--- src/sorted_note_event_scheduler_assert.svh ---
// Assertion macros for the note event scheduler.
`ifndef SORTED_NOTE_EVENT_SCHEDULER_ASSERT_SVH
`define SORTED_NOTE_EVENT_SCHEDULER_ASSERT_SVH

// Implication checked at every clock edge outside reset.
`define SNES_ASSERT_IMP(lbl, ante, cons) \
    lbl: assert property (@(posedge i_clk) disable iff (!i_rst_n) (ante) |-> (cons)) \
        else $error("note event scheduler check failed");

// Condition that must never be seen outside reset.
`define SNES_ASSERT_NEVER(lbl, cond) \
    lbl: assert property (@(posedge i_clk) disable iff (!i_rst_n) !(cond)) \
        else $error("note event scheduler check failed");

`endif

--- src/snes_pkg.sv ---
`timescale 1ns / 1ps
// ----------------------------------------------------------------------------
// Note event scheduler package
// Shared constants, event codes and the command record between front and back.
// ----------------------------------------------------------------------------
package snes_pkg;

    localparam int MAX_NOTES = 32;
    localparam int IDX_W     = $clog2(MAX_NOTES);
    localparam int CNT_W     = IDX_W + 1;
    localparam int MAX_RES   = 64;
    localparam int RES_W     = $clog2(MAX_RES) + 1;

    localparam logic [1:0] FUNC_ADD  = 2'd0;
    localparam logic [1:0] FUNC_REM  = 2'd1;
    localparam logic [1:0] FUNC_TICK = 2'd2;
    localparam logic [1:0] FUNC_NOP  = 2'd3;

    localparam logic [2:0] KIND_ADD_OK  = 3'd0;
    localparam logic [2:0] KIND_FULL    = 3'd1;
    localparam logic [2:0] KIND_REM     = 3'd2;
    localparam logic [2:0] KIND_ON      = 3'd3;
    localparam logic [2:0] KIND_OFF     = 3'd4;

    typedef enum logic [1:0] {
        OP_ADD  = 2'd0,
        OP_REM  = 2'd1,
        OP_TICK = 2'd2
    } t_op;

    typedef struct packed {
        t_op         op;
        logic [31:0] start;
        logic [31:0] len;
        logic [6:0]  key;
        logic [6:0]  vel;
        logic [31:0] a0;
        logic [31:0] b0;
        logic [31:0] b1;
        logic        wrap;
    } t_cmd;

endpackage

--- src/snes_front.sv ---
`timescale 1ns / 1ps
// ----------------------------------------------------------------------------
// Note event scheduler front end
// Accepts commands, holds the loop length, works out the scan window parts
// and queues the classified commands for the back end.
// ----------------------------------------------------------------------------
module snes_front import snes_pkg::*; (
    input  logic        i_clk,
    input  logic        i_rst_n,
    input  logic        start,
    output logic        busy,
    input  logic [1:0]  i_func,
    input  logic [31:0] i_start_tick,
    input  logic [31:0] i_length_ticks,
    input  logic [6:0]  i_note_number,
    input  logic [6:0]  i_velocity,
    input  logic [31:0] i_window_from,
    input  logic [31:0] i_window_to,
    input  logic        i_cfg_we,
    input  logic [31:0] i_cfg_wdata,
    output logic        o_q_valid,
    output t_cmd        o_q_cmd,
    input  logic        i_q_pop
);

    logic [31:0] r_loop;
    t_cmd        r_q [2];
    logic        r_wp;
    logic        r_rp;
    logic [1:0]  r_cnt;
    t_cmd        n_cmd;
    logic        n_push;
    logic        n_pop;

    always_comb begin
        n_cmd.start = i_start_tick;
        n_cmd.len   = i_length_ticks;
        n_cmd.key   = i_note_number;
        n_cmd.vel   = i_velocity;
        n_cmd.wrap  = (r_loop != 32'd0) && (i_window_from > i_window_to);
        n_cmd.a0    = i_window_from;
        n_cmd.b0    = n_cmd.wrap ? r_loop : i_window_to;
        n_cmd.b1    = i_window_to;
        unique case (i_func)
            FUNC_ADD: n_cmd.op = OP_ADD;
            FUNC_REM: n_cmd.op = OP_REM;
            default:  n_cmd.op = OP_TICK;
        endcase
    end

    assign busy      = (r_cnt == 2'd2);
    assign n_push    = start && !busy && (i_func != FUNC_NOP);
    assign o_q_valid = (r_cnt != 2'd0);
    assign o_q_cmd   = r_q[r_rp];
    assign n_pop     = i_q_pop && o_q_valid;

    always_ff @(posedge i_clk) begin
        if (!i_rst_n) begin
            r_loop <= 32'd0;
            r_wp   <= 1'b0;
            r_rp   <= 1'b0;
            r_cnt  <= 2'd0;
        end else begin
            if (i_cfg_we) begin
                r_loop <= i_cfg_wdata;
            end
            if (n_push) begin
                r_wp <= ~r_wp;
            end
            if (n_pop) begin
                r_rp <= ~r_rp;
            end
            r_cnt <= r_cnt + {1'b0, n_push} - {1'b0, n_pop};
        end
    end

    always_ff @(posedge i_clk) begin
        if (n_push) begin
            r_q[r_wp] <= n_cmd;
        end
    end

endmodule

--- config.mk ---
export PLATFORM = sky130hd
export DESIGN_NAME = snes_front
export DESIGN_NICKNAME = d
export VERILOG_FILES = /design/src/sorted_note_event_scheduler_assert.svh /design/src/snes_pkg.sv /design/src/snes_front.sv
export SDC_FILE = /design/constraint.sdc
export NUM_CORES = 1
export LEC_CHECK = 0
export BUFFER_PORTS_ARGS = -buffer_cell sky130_fd_sc_hd__buf_2
export CAP_MARGIN = 15
export CORE_UTILIZATION = 45
export DETAILED_ROUTE_END_ITERATION = 7
export GPL_ROUTABILITY_DRIVEN = 0
export PLACE_DENSITY = 0.83
export SYNTH_ARGS = -nofsm -noshare
export SYNTH_HDL_FRONTEND = slang
export SYNTH_SLANG_ARGS = --single-unit
--- constraint.sdc ---
create_clock -name i_clk -period 8.2 [get_ports i_clk]
set_clock_uncertainty 0.15 [all_clocks]
set_input_delay 0.41 -clock i_clk [delete_from_list [all_inputs] [get_ports i_clk]]
set_output_delay 0.41 -clock i_clk [all_outputs]
set_load 0.005 [all_outputs]
==> impl_metrics.csv <==
group,metric,value,unit
clock_network,cts_root_buffer,"clkbuf_16",
timing,fin_setup_tns,0,ps
placed_design,place_area,0.0178,mm²
finish,final_area,0.0208,mm²
global_route,gr-total-overflow,0,
logic_synthesis,synth_top_cells_by_count,"edfxtp_1, mux2_2, dfxtp_1, nor2b_1, inv_1",
timing,layout_min_cycle_time,3960,ps
logic_synthesis,synth.cell_area,0.0155,mm²
critical_path,end_kind,"flop",
clock_network,tritoncts,"yes",
logic_synthesis,yosysTopAreaCell,"edfxtp_1",
clock_network,ctsResizeCount,0,
pwr,p_int,4100,µW
routing,drt_wl_total,38100,µm
finish,drive_above_1_share,45.3,%
pwr,powerDensity,264,mW/mm²
die,dieArea,0.0353,mm²
critical_path,cp_slowest_stage_delay,750,ps
routing,via_per_inst,5.05,
finish,final_nets,1596,
finish,syn2layout_area_growth,33.9,%
critical_path,cp.arrival,4070,ps
clock_network,cts_made_buffers,42,
outcome,outcome,"finished, final reports clean",
finish,instances_no_fill,1865,
routing,drc_errors,0,
critical_path,path_class,"in2reg",
global_route,grt_usage,21.1,%
timing,holdWs,16.4,ps
die,core,0.0338,mm²
critical_path,slowest_stage,"o21ai_4",
hold_path,min_path_type,"in2reg",
global_route,grt_pass1_vias,10200,
timing,timing.final.crit_share,48.3,%
pwr,comb_power_share,21.2,%
timing,slew-limit-headroom,22.0,%
logic_synthesis,ys_ff_latch,391,
timing,fmax,253,MHz
routing,drt_iter0_drc,387,
critical_path,crit_chain,"dlygate4sd3_1 > buf_2 > inv_1 > ha_1 > a21oi_1 > o21ai_0 > a22oi_1 > o211ai_1 > o21ai_4 > buf_4 > mux2_2",
timing,setup_viol,0,
logic_synthesis,synth_fp_nets,1060,
critical_path,path_max_fanout,18,
timing,final.setup.worst_slack,4240,ps
pwr,pwr-share-seq,45.7,%
logic_synthesis,ys_seq_area_share,73.2,%
logic_synthesis,ys.flop_type,"edfxtp_1",
pwr,irDropWorstVdd,170,µV
logic_synthesis,synthCells,845,
placed_design,place_inst,1625,
clock_network,clkSinkCount,391,
critical_path,worst_ep_required_time,8310,ps
logic_synthesis,syn-mean-instance-area,18.4,µm²
routing,ant_nets,0,
global_route,grt_max_degree,179,
clock_network,ctsHoldBuffers,159,
die,die_h,188,µm
clock_network,post_cts_buffers,0,
placed_design,numPortBuffers,359,
logic_synthesis,synth_edf_count,354,
pwr,power.leakage,0.00813,µW
placed_design,hpwl,23100,µm
critical_path,cp-start-kind,"primary input",
run,maxCapViolations,0,
routing,dr.pass1.iters,4,
clock_network,cts_buffer_depth,3,
timing,slew_viol_final,0,
logic_synthesis,synthTopCellsByArea,"edfxtp_1, mux2_2, dfxtp_1",
logic_synthesis,synth.most_common_cell,"edfxtp_1",
routing,vias,9419,
pwr,pwr-share-clk,33.2,%
clock_network,path_clk_slew,60,ps
global_route,antenna_found_initial,4,
logic_synthesis,async_flop_share,0,%
placed_design,place_ws,4270,ps
die,io_pins,360,
pwr,power.switching,1390,µW
logic_synthesis,yosysWarnings,0,
timing,tightest_slew,1170,ps
die,rows,67,
timing,hold_viol_final,0,
clock_network,insertion_delay,530,ps
timing,rsz0062_at_grt,"false",
die,chipWidth,188,µm
die,initial_core_util,46.0,%
logic_synthesis,synth_top_area_share,68.4,%
logic_synthesis,synth_cell_types,37,
routing,avgRoutedWirePerCell,20.4,µm
global_route,grt_pass1_wl,57000,µm
clock_network,htreeDepth,2,
pwr,swShare,25.3,%
## power by group through the flow
stage | Combinational, µW | Sequential (µW) | Clock, µW
6_report | 1160 | 2500 | 1820
5_1_grt | 1240 | 2520 | 1930
4_1_cts | 1160 | 2500 | 1850
3_5_place_dp | 1090 | 2540 | 0
3_3_place_gp | 1070 | 2530 | 0
2_1_floorplan | 657 | 2510 | 0
## metrics by stage
step / util [%] / power (µW)
floorplan: - / 3170
global route: 61.6 / 5690
global placement: 52.8 / 3600
detailed placement: 52.8 / 3630
CTS: 61.5 / 5510
finish: 61.6 / 5480
## worst max-delay path: cells and delay by family
kind                     cells  cell delay (ps)
adder cells (fa/ha/maj)      1              310
multiplexers                 1              390
buffers and inverters        4             1180
AO/OA/AOI/OAI                5             1780
## final cells by class
cell class,count,area [µm²]
clock buffer,66,1300
multi-input combinational,387,3910
clock inverter,10,53.8
inverter,35,131
sequential,391,11400
tap,448,561
antenna,4,10.0
fill,2399,13000
timing repair buffer,524,3460
## layout by cell type (no fill, tap or decap), types with 2 or more instances in the layout
cell type      instances
a21oi_1               13
and2_1                 4
buf_12                 2
buf_2                359
buf_4                  3
clkbuf_1              14
clkbuf_16             47
clkbuf_8               5
clkinv_1               2
clkinv_2               6
dfxtp_1               36
diode_2                4
dlygate4sd3_1        160
edfxtp_1             354
ha_1                  34
inv_1                 35
mux2_2               180
mux2_4                29
mux2i_1               32
nand2_1               12
nand3_1                2
nand4_1                6
nor2_1                 5
nor2_4                 2
nor2b_1               37
nor4_1                 8
o21ai_0                4
xnor2_1                3
## registers in the layout, indices dropped and copies added, names as in the netlist, named ones only
name and count:
r_cnt 2, r_rp 1, r_q 354, r_wp 1, r_loop 32
## metal layers
metal | wire length, µm | vias to the layer above | global-route usage [%] | share of wire (%)
li1 | - | 4316 | - | -
met1 | 14300 | 4678 | 23.3 | 37
met2 | 20000 | 343 | 38.6 | 52
met3 | 2450 | 82 | 5.20 | 6.4
met4 | 1370 | 0 | 8.63 | 3.6
met5 | 0 | - | 0 | 0
## cell families (layout without fill, tap and decap cells)
group                    Yosys count  count (layout)  share of synthesized area, %
other                              0               4                             0
multiplexers                     241             241                          17.9
XOR/XNOR                           3               3                         0.169
adder cells (fa/ha/maj)           34              34                          2.74
AND/OR/NAND/NOR                   81              81                          3.09
flip-flops                       391             391                          73.2
buffers and inverters             67             635                          1.80
AO/OA/AOI/OAI                     28              28                          1.10
## path summary, 6_finish.rpt
check / endpoint / slack (ps) / cells past startpoint / from
max: r_q[1][34] / 4240 / 11 / i_window_to[19]
min: r_loop[25] / 20 / 3 / i_cfg_wdata[25]
max reg2reg: r_q[1][34] / 5210 / 7 / r_loop[16]
min reg2reg: r_rp / 390 / 2 / r_rp
Power figures use the tool's default switching activity.
